File: src/sv/mbss_pkg.sv
// Shared types, constants and the byte compare for the masked byte signature search.
package mbss_pkg;

    localparam int SIG_LANES  = 16;
    localparam int SEL_W      = $clog2(SIG_LANES);
    localparam int LEN_W      = 5;
    localparam int HIT_OFF_W  = 32;
    localparam int CFG_IDX_W  = 3;
    localparam int CFG_DATA_W = 64;

    localparam logic [CFG_IDX_W-1:0] CFG_SIG_LO  = 3'd0;
    localparam logic [CFG_IDX_W-1:0] CFG_SIG_HI  = 3'd1;
    localparam logic [CFG_IDX_W-1:0] CFG_CARE_LO = 3'd2;
    localparam logic [CFG_IDX_W-1:0] CFG_CARE_HI = 3'd3;
    localparam logic [CFG_IDX_W-1:0] CFG_LEN     = 3'd4;

    typedef logic [7:0] t_byte;

    typedef struct packed {
        logic [7:0] data_byte;
        logic       region_end;
    } t_in;

    typedef struct packed {
        logic                 hit;
        logic [HIT_OFF_W-1:0] hit_offset;
        logic                 region_done;
        logic                 found;
    } t_out;

    typedef struct packed {
        logic shift;
        logic clear;
    } t_cell_ctrl;

    // A bit takes part in the compare only where its care bit is set.
    function automatic logic lane_match(t_byte b, t_byte p, t_byte m);
        return ((b ^ p) & m) == 8'h00;
    endfunction

endpackage

File: src/sv/mbss_cell.sv
// One window cell: holds a byte of the window, compares its input byte with its signature lane.
module mbss_cell (
    input  logic               i_clk,
    input  logic               i_rst_n,
    input  mbss_pkg::t_cell_ctrl i_ctrl,
    input  mbss_pkg::t_byte    i_byte,
    input  mbss_pkg::t_byte    i_sig,
    input  mbss_pkg::t_byte    i_care,
    input  logic               i_lane_en,
    output mbss_pkg::t_byte    o_byte,
    output logic               o_match
);
    import mbss_pkg::*;

    t_byte r_byte;

    always_ff @(posedge i_clk) begin
        if (!i_rst_n) begin
            r_byte <= '0;
        end else if (i_ctrl.clear) begin
            r_byte <= '0;
        end else if (i_ctrl.shift) begin
            r_byte <= i_byte;
        end
    end

    assign o_byte  = r_byte;
    // a lane beyond the signature length always passes
    assign o_match = !i_lane_en || lane_match(i_byte, i_sig, i_care);

endmodule

File: src/sv/masked_byte_signature_search.sv
// Masked byte signature search: top level with configuration, window chain and output buffer.
//
// Feed the bytes of a region on the input channel, one transfer per byte, with region_end
// set on the last byte. Every accepted byte gives exactly one result transfer: hit marks
// the byte where the region's first match completes, hit_offset holds that match's window
// start (0 until a match), found tells whether a match was seen so far, and region_done
// echoes region_end. After the last byte the window, byte counter and match state clear.
// Program the signature, care bits and length through the write port (index 0..4) while
// no byte is in flight; indexes past the list are dropped.
// A byte's result goes into the result register, or into the skid entry if that is full.
// One byte per cycle while o_in_stall is low; the row of window cells compares combinationally.
// The output side has a result register plus one skid entry; when the receiver stalls,
// the block takes one more byte and then raises o_in_stall until the skid entry drains.
// Reset (synchronous, active low) empties the buffer, clears the region state and loads
// the configuration defaults (length 1, everything else zero); no clearing pass follows.
module masked_byte_signature_search #(
    parameter int MAX_SIG_BYTES = 16,
    parameter int OFFSET_BITS   = 32
) (
    input  logic                              i_clk,
    input  logic                              i_rst_n,
    input  logic                              i_cfg_we,
    input  logic [mbss_pkg::CFG_IDX_W-1:0]    i_cfg_index,
    input  logic [mbss_pkg::CFG_DATA_W-1:0]   i_cfg_data,
    input  logic                              i_in_valid,
    output logic                              o_in_stall,
    input  mbss_pkg::t_in                     i_in_data,
    output logic                              o_out_valid,
    input  logic                              i_out_stall,
    output mbss_pkg::t_out                    o_out_data
);
    import mbss_pkg::*;

    localparam int SigLimit = (MAX_SIG_BYTES < SIG_LANES) ? MAX_SIG_BYTES : SIG_LANES;

    // configuration
    logic [CFG_DATA_W-1:0] r_sig_lo;
    logic [CFG_DATA_W-1:0] r_sig_hi;
    logic [CFG_DATA_W-1:0] r_care_lo;
    logic [CFG_DATA_W-1:0] r_care_hi;
    logic [LEN_W-1:0]      r_len;

    always_ff @(posedge i_clk) begin
        if (!i_rst_n) begin
            r_sig_lo  <= '0;
            r_sig_hi  <= '0;
            r_care_lo <= '0;
            r_care_hi <= '0;
            r_len     <= LEN_W'(1);
        end else if (i_cfg_we) begin
            case (i_cfg_index)
                CFG_SIG_LO:  r_sig_lo  <= i_cfg_data;
                CFG_SIG_HI:  r_sig_hi  <= i_cfg_data;
                CFG_CARE_LO: r_care_lo <= i_cfg_data;
                CFG_CARE_HI: r_care_hi <= i_cfg_data;
                CFG_LEN:     r_len     <= i_cfg_data[LEN_W-1:0];
                default: ;
            endcase
        end
    end

    logic [LEN_W-1:0] w_len;
    t_byte            w_sig_lane  [SIG_LANES];
    t_byte            w_care_lane [SIG_LANES];

    always_comb begin
        w_len = r_len;
        if (r_len == '0) begin
            w_len = LEN_W'(1);
        end else if (r_len > LEN_W'(SigLimit)) begin
            w_len = LEN_W'(SigLimit);
        end
    end

    always_comb begin
        for (int l = 0; l < SIG_LANES / 2; l++) begin
            w_sig_lane[l]                  = r_sig_lo[8*l +: 8];
            w_sig_lane[l + SIG_LANES / 2]  = r_sig_hi[8*l +: 8];
            w_care_lane[l]                 = r_care_lo[8*l +: 8];
            w_care_lane[l + SIG_LANES / 2] = r_care_hi[8*l +: 8];
        end
    end

    // region state
    logic [OFFSET_BITS-1:0] r_count;
    logic                   r_seen;
    logic [OFFSET_BITS-1:0] r_off;

    logic       w_acc;
    t_cell_ctrl w_ctrl;

    assign w_acc        = i_in_valid && !o_in_stall;
    assign w_ctrl.shift = w_acc && !i_in_data.region_end;
    assign w_ctrl.clear = w_acc && i_in_data.region_end;

    // window chain: lane 0 sees the incoming byte, lane q the byte q steps back
    t_byte                    w_node [MAX_SIG_BYTES];
    logic [MAX_SIG_BYTES-1:0] w_lane_ok;

    assign w_node[0] = i_in_data.data_byte;

    for (genvar q = 0; q < MAX_SIG_BYTES; q++) begin : g_lane
        t_byte w_sig;
        t_byte w_care;
        logic  w_en;

        if (q < SigLimit) begin : g_used
            logic [LEN_W-1:0] w_sel;
            // lane q lines up with signature byte len-1-q
            assign w_sel  = w_len - LEN_W'(q + 1);
            assign w_en   = w_len > LEN_W'(q);
            assign w_sig  = w_sig_lane[w_sel[SEL_W-1:0]];
            assign w_care = w_care_lane[w_sel[SEL_W-1:0]];
        end else begin : g_unused
            assign w_en   = 1'b0;
            assign w_sig  = '0;
            assign w_care = '0;
        end

        if (q < MAX_SIG_BYTES - 1) begin : g_cell
            mbss_cell u_cell (
                .i_clk     (i_clk),
                .i_rst_n   (i_rst_n),
                .i_ctrl    (w_ctrl),
                .i_byte    (w_node[q]),
                .i_sig     (w_sig),
                .i_care    (w_care),
                .i_lane_en (w_en),
                .o_byte    (w_node[q+1]),
                .o_match   (w_lane_ok[q])
            );
        end else begin : g_tail
            // oldest lane has no successor to feed
            assign w_lane_ok[q] = !w_en || lane_match(w_node[q], w_sig, w_care);
        end
    end

    logic [OFFSET_BITS-1:0] w_len_m1;
    logic                   w_count_ok;
    logic                   w_hit;
    logic                   w_seen;
    logic [OFFSET_BITS-1:0] w_off;
    t_out                   w_res;

    assign w_len_m1   = OFFSET_BITS'(w_len) - OFFSET_BITS'(1);
    assign w_count_ok = r_count >= w_len_m1;
    assign w_hit      = (&w_lane_ok) && w_count_ok && !r_seen;
    assign w_seen     = r_seen || w_hit;
    assign w_off      = w_hit ? (r_count - w_len_m1) : r_off;

    assign w_res.hit         = w_hit;
    assign w_res.hit_offset  = HIT_OFF_W'(w_off);
    assign w_res.region_done = i_in_data.region_end;
    assign w_res.found       = w_seen;

    always_ff @(posedge i_clk) begin
        if (!i_rst_n) begin
            r_count <= '0;
            r_seen  <= 1'b0;
            r_off   <= '0;
        end else if (w_acc) begin
            if (i_in_data.region_end) begin
                r_count <= '0;
                r_seen  <= 1'b0;
                r_off   <= '0;
            end else begin
                // saturate the byte index
                if (r_count != '1) begin
                    r_count <= r_count + OFFSET_BITS'(1);
                end
                r_seen <= w_seen;
                r_off  <= w_off;
            end
        end
    end

    // output register plus skid entry
    logic r_ov;
    logic r_sv;
    t_out r_out;
    t_out r_skid;
    logic w_take;
    logic w_room;

    assign w_take = r_ov && !i_out_stall;
    assign w_room = w_take || !r_ov;

    always_ff @(posedge i_clk) begin
        if (!i_rst_n) begin
            r_ov <= 1'b0;
            r_sv <= 1'b0;
        end else if (r_sv && w_room) begin
            r_ov <= 1'b1;
            r_sv <= 1'b0;
        end else if (w_acc && w_room) begin
            r_ov <= 1'b1;
        end else if (w_acc) begin
            r_sv <= 1'b1;
        end else if (w_take) begin
            r_ov <= 1'b0;
        end
    end

    always_ff @(posedge i_clk) begin
        if (r_sv && w_room) begin
            r_out <= r_skid;
        end else if (w_acc && w_room) begin
            r_out <= w_res;
        end else if (w_acc) begin
            r_skid <= w_res;
        end
    end

    assign o_in_stall  = r_sv;
    assign o_out_valid = r_ov;
    assign o_out_data  = r_out;

    a_skid_behind_out: assert property (@(posedge i_clk) disable iff (!i_rst_n)
        r_sv |-> r_ov)
        else $error("skid entry holds a result while the output register is empty");

    a_hit_found: assert property (@(posedge i_clk) disable iff (!i_rst_n)
        (o_out_valid && o_out_data.hit) |-> o_out_data.found)
        else $error("hit reported without found");

    a_rearm: assert property (@(posedge i_clk) disable iff (!i_rst_n)
        (w_acc && i_in_data.region_end) |=> (r_count == '0 && !r_seen && r_off == '0))
        else $error("region state not cleared after the last byte");

    a_off_idle: assert property (@(posedge i_clk) disable iff (!i_rst_n)
        !r_seen |-> (r_off == '0))
        else $error("match offset set while no match seen");

endmodule

File: config.mk
export PLATFORM = sky130hd
export DESIGN_NAME = masked_byte_signature_search
export DESIGN_NICKNAME = d
export VERILOG_FILES = /design/src/sv/mbss_pkg.sv /design/src/sv/mbss_cell.sv /design/src/sv/masked_byte_signature_search.sv
export SDC_FILE = /design/constraint.sdc
export NUM_CORES = 2
export LEC_CHECK = 0
export ABC_AREA = 1
export BUFFER_PORTS_ARGS = -buffer_cell sky130_fd_sc_hd__buf_2
export CAP_MARGIN = 0
export CORE_ASPECT_RATIO = 0.6
export CORE_MARGIN = 4
export CORE_UTILIZATION = 55
export CTS_CLUSTER_SIZE = 40
export DETAILED_ROUTE_END_ITERATION = 12
export PLACE_DENSITY = 0.72
export SETUP_SLACK_MARGIN = 0.2
export SLEW_MARGIN = 0
export SYNTH_ARGS = -nofsm -noshare
export SYNTH_HDL_FRONTEND = slang
export SYNTH_HIERARCHICAL = 1
export SYNTH_SLANG_ARGS = --single-unit
export TNS_END_PERCENT = 5
File: constraint.sdc
create_clock -name i_clk -period 5 [get_ports i_clk]
set_input_delay 1 -clock i_clk [delete_from_list [all_inputs] [get_ports i_clk]]
set_output_delay 1 -clock i_clk [all_outputs]
set_load 0.02 [all_outputs]
# Word level (Yosys, flattened, before mapping)

Cells that the tools add are included.

Add/sub/neg operators: 19
Order comparisons: 34
Eq/ne operators: 6
Multiplexer cells: 109
Bitwise operators: 51
Reduce and logical (&&, ||, !) cells: 80

Operator list:

| operator                                                  | number |
|---|---|
| binary-select mux 8 bit (select 4 bit)                    | 32 |
| two-way mux 8 bit                                         | 64 |
| bitwise AND 8 bit                                         | 16 |
| zero test 8 bit                                           | 16 |
| two-way mux 32 bit                                        | 4 |
| XOR 8 bit                                                 | 16 |
| greater-or-equal comparator 5 bit (second input constant) | 16 |
| inverter 4 -> 5 bit                                       | 16 |
| two-way mux 35 bit                                        | 2 |
| > comparator 5 x 4 -> 1 bit (second input constant)       | 8 |
| adder 32 x 1 -> 32 bit (second input constant)            | 1 |
| greater-or-equal comparator 32 bit                        | 1 |
| inequality test 32 bit (second input constant)            | 1 |
| subtractor 32 bit                                         | 1 |
| subtractor 4 bit (second input constant)                  | 8 |
| zero test 1 bit                                           | 21 |
| > comparator 5 x 3 -> 1 bit (second input constant)       | 4 |
| logical OR 1 bit                                          | 18 |
| AND reduction 16 bit                                      | 1 |
| AND reduction 2 bit                                       | 8 |
| subtractor 4 x 3 -> 4 bit (second input constant)         | 4 |
| > comparator 5 x 1 -> 1 bit (second input constant)       | 2 |
| > comparator 5 x 2 -> 1 bit (second input constant)       | 2 |
| two-way mux 5 bit                                         | 2 |
| other kinds (17)                                          | 35 |

Bits in registers: 518
Input port bits: 81
Output and inout port bits: 37
Logic and storage cells: 332

# Longest topological paths before layout

Depth in word-level cells: 18
Depth in mapped cells: 35
Mapped depth without buffers: 29

# By module

The synthesis kept the hierarchy.

Modules (own cells, without submodules):

| module                       | instances | cells each | area each (um^2) | seq. area each (um^2) |
|---|---|---|---|---|
| masked_byte_signature_search | 1         | 4792       | 28818.9          | 8668.3 |
| mbss_cell                    | 15        | 76         | 494.2            | 160.2 |

# Worst setup path before layout

Ideal clock, no wire load.

Path kind: reg-to-reg
Start point: register r_len[3]
End point: register r_out (netlist bit o_out_data[27]), data pin
Arrival time: 4075 ps
Data required time: 4869 ps
Path slack: 795 ps
Stages on the path, launching flop included: 31
Period minus slack after synthesis: 4205 ps
Cell sequence: dfxtp_1 > nor2_1 > nand3_2 > nand2_2 > buf_6 > buf_4 > buf_2 > clkbuf_1 > buf_2 > nand2_1 > o21ai_0 > inv_1 > o21ai_0 > inv_1 > nand2_1 > o21ai_0 > o21ai_0 > nand2_1 > nand3_1 > nand2_1 > nor2_1 > nand2_1 > nand2_1 > nand4_1 > or4_1 > a21oi_1 > nand3_1 > nand2_1 > and2_1 > nand2_1 > nand2_1

Word-level cells in the longest chain between the ends: 18
Elaborated cells between the ends (all ways): 237

Ends and longest elaborated chain:

| element                                                | line                                | source |
|---|---|---|
| start: declaration                                     | masked_byte_signature_search.sv:41  | `logic [LEN_W-1:0] r_len;` |
| start signal: assignment                               | masked_byte_signature_search.sv:56  | `CFG_LEN: r_len <= i_cfg_data[LEN_W-1:0];` |
| > comparator 5 bit                                     | masked_byte_signature_search.sv:70  | `end else if (r_len > LEN_W'(SigLimit)) begin` |
| two-way mux 5 bit                                      | masked_byte_signature_search.sv:70  |  |
| two-way mux 5 bit *                                    | masked_byte_signature_search.sv:68  | `if (r_len == '0) begin` |
| subtractor 4 bit *                                     | masked_byte_signature_search.sv:110 | `assign w_sel = w_len - LEN_W'(q + 1);` |
| inverter 4 -> 5 bit (not written as such) *            | masked_byte_signature_search.sv:112 | `assign w_sig = w_sig_lane[w_sel[SEL_W-1:0]];` |
| binary-select mux 8 bit (select 4 bit) *               | masked_byte_signature_search.sv:112 |  |
| two-way mux 8 bit (not written as such) * (2 in a row) | masked_byte_signature_search.sv:112 |  |
| net g_lane[11].w_sig[3]                                | masked_byte_signature_search.sv:103 | `t_byte w_sig;` |
| [... 3 more ...]                                       | --                                  |  |
| logical OR 1 bit *                                     | mbss_cell.sv:29                     | `assign o_match = !i_lane_en \|\| lane_match(i_byte, i_sig, i_care);` |
| net w_lane_ok[11]                                      | masked_byte_signature_search.sv:98  | `logic [MAX_SIG_BYTES-1:0] w_lane_ok;` |
| AND reduction 16 bit *                                 | masked_byte_signature_search.sv:147 | `assign w_hit = (&w_lane_ok) && w_count_ok && !r_seen;` |
| logical AND 1 bit * (2 in a row)                       | masked_byte_signature_search.sv:147 |  |
| two-way mux 32 bit *                                   | masked_byte_signature_search.sv:149 | `assign w_off = w_hit ? (r_count - w_len_m1) : r_off;` |
| net w_off[25]                                          | masked_byte_signature_search.sv:142 | `logic [OFFSET_BITS-1:0] w_off;` |
| two-way mux 35 bit *                                   | masked_byte_signature_search.sv:207 | `end else if (w_acc && w_room) begin` |
| two-way mux 35 bit *                                   | masked_byte_signature_search.sv:205 | `if (r_sv && w_room) begin` |
| end signal: assignment                                 | masked_byte_signature_search.sv:206 | `r_out <= r_skid;` |
| end signal: assignment                                 | masked_byte_signature_search.sv:208 | `r_out <= w_res;` |
| end: declaration                                       | masked_byte_signature_search.sv:180 | `t_out r_out;` |

The timed path passes the listed nets; every way through them passes the cells marked *. The select of a mux whose other input is x is not followed.
A chain may end at the register's enable or synchronous reset.

# Worst setup path after layout

Start point: register r_len[2]
End point: register r_off[14]

Elaborated cells between the ends (all ways): 236

RTL lines:

| element                                                | line                                | source |
|---|---|---|
| > comparator 5 bit                                     | masked_byte_signature_search.sv:70  |  |
| two-way mux 5 bit                                      | masked_byte_signature_search.sv:70  |  |
| two-way mux 5 bit *                                    | masked_byte_signature_search.sv:68  |  |
| subtractor 4 bit *                                     | masked_byte_signature_search.sv:110 |  |
| inverter 4 -> 5 bit (not written as such) *            | masked_byte_signature_search.sv:113 | `assign w_care = w_care_lane[w_sel[SEL_W-1:0]];` |
| binary-select mux 8 bit (select 4 bit) *               | masked_byte_signature_search.sv:113 |  |
| two-way mux 8 bit (not written as such) * (2 in a row) | masked_byte_signature_search.sv:113 |  |
| net g_lane[13].w_care[4]                               | masked_byte_signature_search.sv:104 | `t_byte w_care;` |
| bitwise AND 8 bit *                                    | mbss_pkg.sv:38                      | `return ((b ^ p) & m) == 8'h00;` |
| zero test 8 bit *                                      | mbss_pkg.sv:38                      |  |
| logical OR 1 bit *                                     | mbss_cell.sv:29                     |  |
| net w_lane_ok[13]                                      | masked_byte_signature_search.sv:98  |  |
| AND reduction 16 bit *                                 | masked_byte_signature_search.sv:147 |  |
| logical AND 1 bit * (2 in a row)                       | masked_byte_signature_search.sv:147 |  |
| two-way mux 32 bit *                                   | masked_byte_signature_search.sv:149 |  |
| net w_off[14]                                          | masked_byte_signature_search.sv:142 |  |
| two-way mux 32 bit *                                   | masked_byte_signature_search.sv:162 | `if (i_in_data.region_end) begin` |
| end signal: assignment                                 | masked_byte_signature_search.sv:172 | `r_off <= w_off;` |
| end: declaration                                       | masked_byte_signature_search.sv:87  | `logic [OFFSET_BITS-1:0] r_off;` |

Marks and branches as above.

==> flow_summary.toml <==
[sta]
setup_viol = 0
period_share_pct = 93.2
fin_crit_ns = 4.66
max-slew-margin-rel_pct = 16.2
fmax_mhz = 215
tns_ns = 0
hold_viol = 0
rsz0062_at_grt = "true"
finalMaxSlewViolations = 0
skew_ns = 0.0322
worstMarginPinSlew_ns = 1.26

[synthesis]
yosysWarningCount = 6
synth_seq_area_share_pct = 30.6
syn_avg_cell_area_um2 = 6.11
synth_flop_cell = "dfxtp_1"
ys_ff_latch = 518
synth-async-reset-ratio_pct = 0
synth_edf_count = 70
yosysUniqueCellTypes = 50
netlist_area_um2 = 36200
syn_inst = 5932

[clock_network]
cts_buffers = 52
cts_sinks = 518
clockBufferDepth = 3
h-tree-depth = 2
path_clk_slew_ns = 0.07
cts_tree = "done"
clk_latency_ns = 0.65
cts-root-buf = "clkbuf_16"
cts_hold_buf = 0

[grt]
grt_max_degree = 256
grt_usage_pct = 37.6
antenna_found_initial = 17
grt_pass1_vias = 33600
globalRoute.totalOverflow = 0
grt_pass1_wl_um = 203000

[finish]
nets = 6022
syn2layout_area_growth_pct = 9.91
final_util_pct = 61.4
drive_gt1_share_pct = 9.48

[routing]
wl_um = 139000
num_vias = 39600
viasPerCell = 5.81
routedWlPerCell_um = 20.4
drc = 0
drtIter0Drc = 5570
ant_nets = 0
drtPass1Iterations = 7

[die]
dieArea_um2 = 70200
die_w_um = 339
design.portCount = 118
die_h_um = 207
start_util_pct = 55.9
core_um2 = 64900
fp-row-count = 72

[run_status]
status = "finished, final reports clean"

[placed_design]
dp_hpwl_um = 104000
place.gp.congestion = 1.03
io_buffers = 117

[worst_setup_path]
critPathArrivalTime_ns = 5.21
cp.required_ns = 5.55
path_class = "register to register"
endpoint_kind = "register"
start_kind = "register"
cp_max_fo = 29
rrSetupSlack_ns = 0.34

[power_and_ir_drop]
power_density_nw_per_um2 = 290
total_power_mw = 11.6
ir_drop_mv = 0.275
p_leak_nw = 18.0

[worst_hold_path]
hp-class = "register to register"

[job]
drv_cap = 0
-- state kept, by name (all words and copies together) (netlist names) --
register	count
g_lane.g_cell.u_cell/o_byte	120
r_count	32
r_off	32
r_len	5
r_seen	1
o_out_data	35
r_sig_hi	64
r_care_lo	64
o_in_stall	1
r_sig_lo	64
o_out_valid	1
r_skid	35
r_care_hi	64
-- cells by family (layout without fill, tap and decap cells) --
kind of cell,count (synthesis),count (layout),synth area share [%]
flops,518,518,30.6
other cells,1,30,0.0103
mux,8,8,0.221
fa+ha+maj,33,33,1.16
xor+xnor,32,32,0.774
buf+inv,1117,1107,12.8
simple gates,2569,2569,29.2
compound gates,1654,1655,25.3
-- cell usage in the layout, fill, tap and decap left out, drive strengths merged, types with 2 or more instances in the layout --
master and count:
clkinv 21, dfxtp 448, inv 760, clkbuf 72
mux2i 8, nor4 7, xnor2 11, o31ai 2
edfxtp 70, a21o 2, nand4 48, conb 29
buf 244, a211oi 125, bufinv 4, o211ai 4
nand2 1480, or2 113, o21ai 952, o21a 126
nor2 603, ha 32, a31oi 56, clkinvlp 6
a21boi 2, and2 3, nor3 22, xor2 21
a21oi 382, nand3 288
-- report_power, final --
group / internal, mW / total, mW / switching [mW]
clock: 2.21 / 4.11 / 1.90
combinational: 0.945 / 2.99 / 2.04
sequential: 4.36 / 4.46 / 0.100
-- synth_stat cells (2+ instances only) --
cell	instances	area share, %
a211oi_1	94	1.9
nor2_2	30	0.52
a21boi_0	2	0.041
ha_1	32	1.1
nand2_2	4	0.069
a21oi_1	381	5.3
inv_1	748	7.7
buf_2	48	0.66
clkbuf_1	240	2.5
nand4_1	48	0.83
or2_1	10	0.17
o21a_1	126	2.6
or2_0	11	0.19
o21ai_0	913	13
xor2_1	21	0.51
inv_2	8	0.083
and2_1	3	0.052
nand3_1	287	4.0
a211oi_2	31	1.1
buf_4	4	0.083
nor2_1	573	5.9
edfxtp_1	70	5.8
nand2_1	1476	15
o31ai_1	2	0.041
buf_1	36	0.37
mux2i_1	8	0.22
o21ai_1	39	0.54
xnor2_1	11	0.27
buf_6	17	0.53
dfxtp_1	448	25
or2_2	92	1.6
nor3_1	22	0.30
o211ai_1	4	0.083
nor4_1	7	0.12
a21o_1	2	0.041
buf_12	15	0.83
a31oi_1	56	0.97
-- metal layers --
metal / GRT usage [%] / wire length (µm) / vias to the layer above
met4: 13.0 / 5170 / 4
met1: 55.8 / 62000 / 18000
met2: 53.1 / 53500 / 2098
met5: 0 / 27 / -
met3: 8.68 / 17900 / 286
li1: - / - / 19200
-- timing repair --
action,in CTS,in global routing
endpoints found under the setup margin,16,101
resized for setup,5,101
cloned,1,9
pin swaps,1,10
buffers inserted,0,10
hold endpoints to repair,0,0
-- area by class of cell --
class	count	area (µm²)
Clock buffer	63	1380
Timing Repair Buffer	253	2170
Inverter	757	2850
Tap cell	851	1060
Fill cell	6286	25000
Antenna cell	1	2.50
Multi-Input combinational cell	4326	20900
Clock inverter	34	335
Sequential cell	518	11100
-- worst paths after layout --
check                      from             to  cells after the start
setup / recovery       r_len[2]      r_off[14]                     24
hold reg to reg   r_care_hi[13]  r_care_hi[13]                      2
setup reg to reg       r_len[2]      r_off[14]                     24
hold / removal    r_care_hi[13]  r_care_hi[13]                      2
-- per-stage QoR --
| step | instances | setup slack (ns) | hold WS [ns] | cell area, µm² |
|---|---|---|---|---|
| floorplan | 5960 | 0.795 | 0.434 | 36300 |
| global placement | 6685 | 0.271 | 0.446 | 37600 |
| detailed placement | 6685 | 0.192 | 0.450 | 37600 |
| CTS | 6783 | 0.204 | 0.459 | 39300 |
| global route | 6803 | 0.111 | 0.481 | 39800 |
| finish | 6803 | 0.340 | 0.459 | 39800 |
-- critical path, cell delays in order, from the launching register on --
cell	delay (ns)
dfxtp_1	0.34
nor2_2	0.15
nand3_2	0.16
nand2_8	0.15
buf_8	0.17
buf_4	0.16
clkbuf_16	0.21
o21ai_0	0.12
nand2_1	0.07
o21ai_0	0.29
o21ai_0	0.46
o21ai_0	0.15
nand3_1	0.20
nand2_1	0.07
nor2_1	0.09
nand2_1	0.07
nand2_1	0.08
nand4_1	0.09
or3_1	0.42
a211oi_4	0.24
buf_12	0.23
nand4_1	0.24
nand2_1	0.17
nand2_1	0.06
a21oi_1	0.15
(Power assumes the default switching activity.)
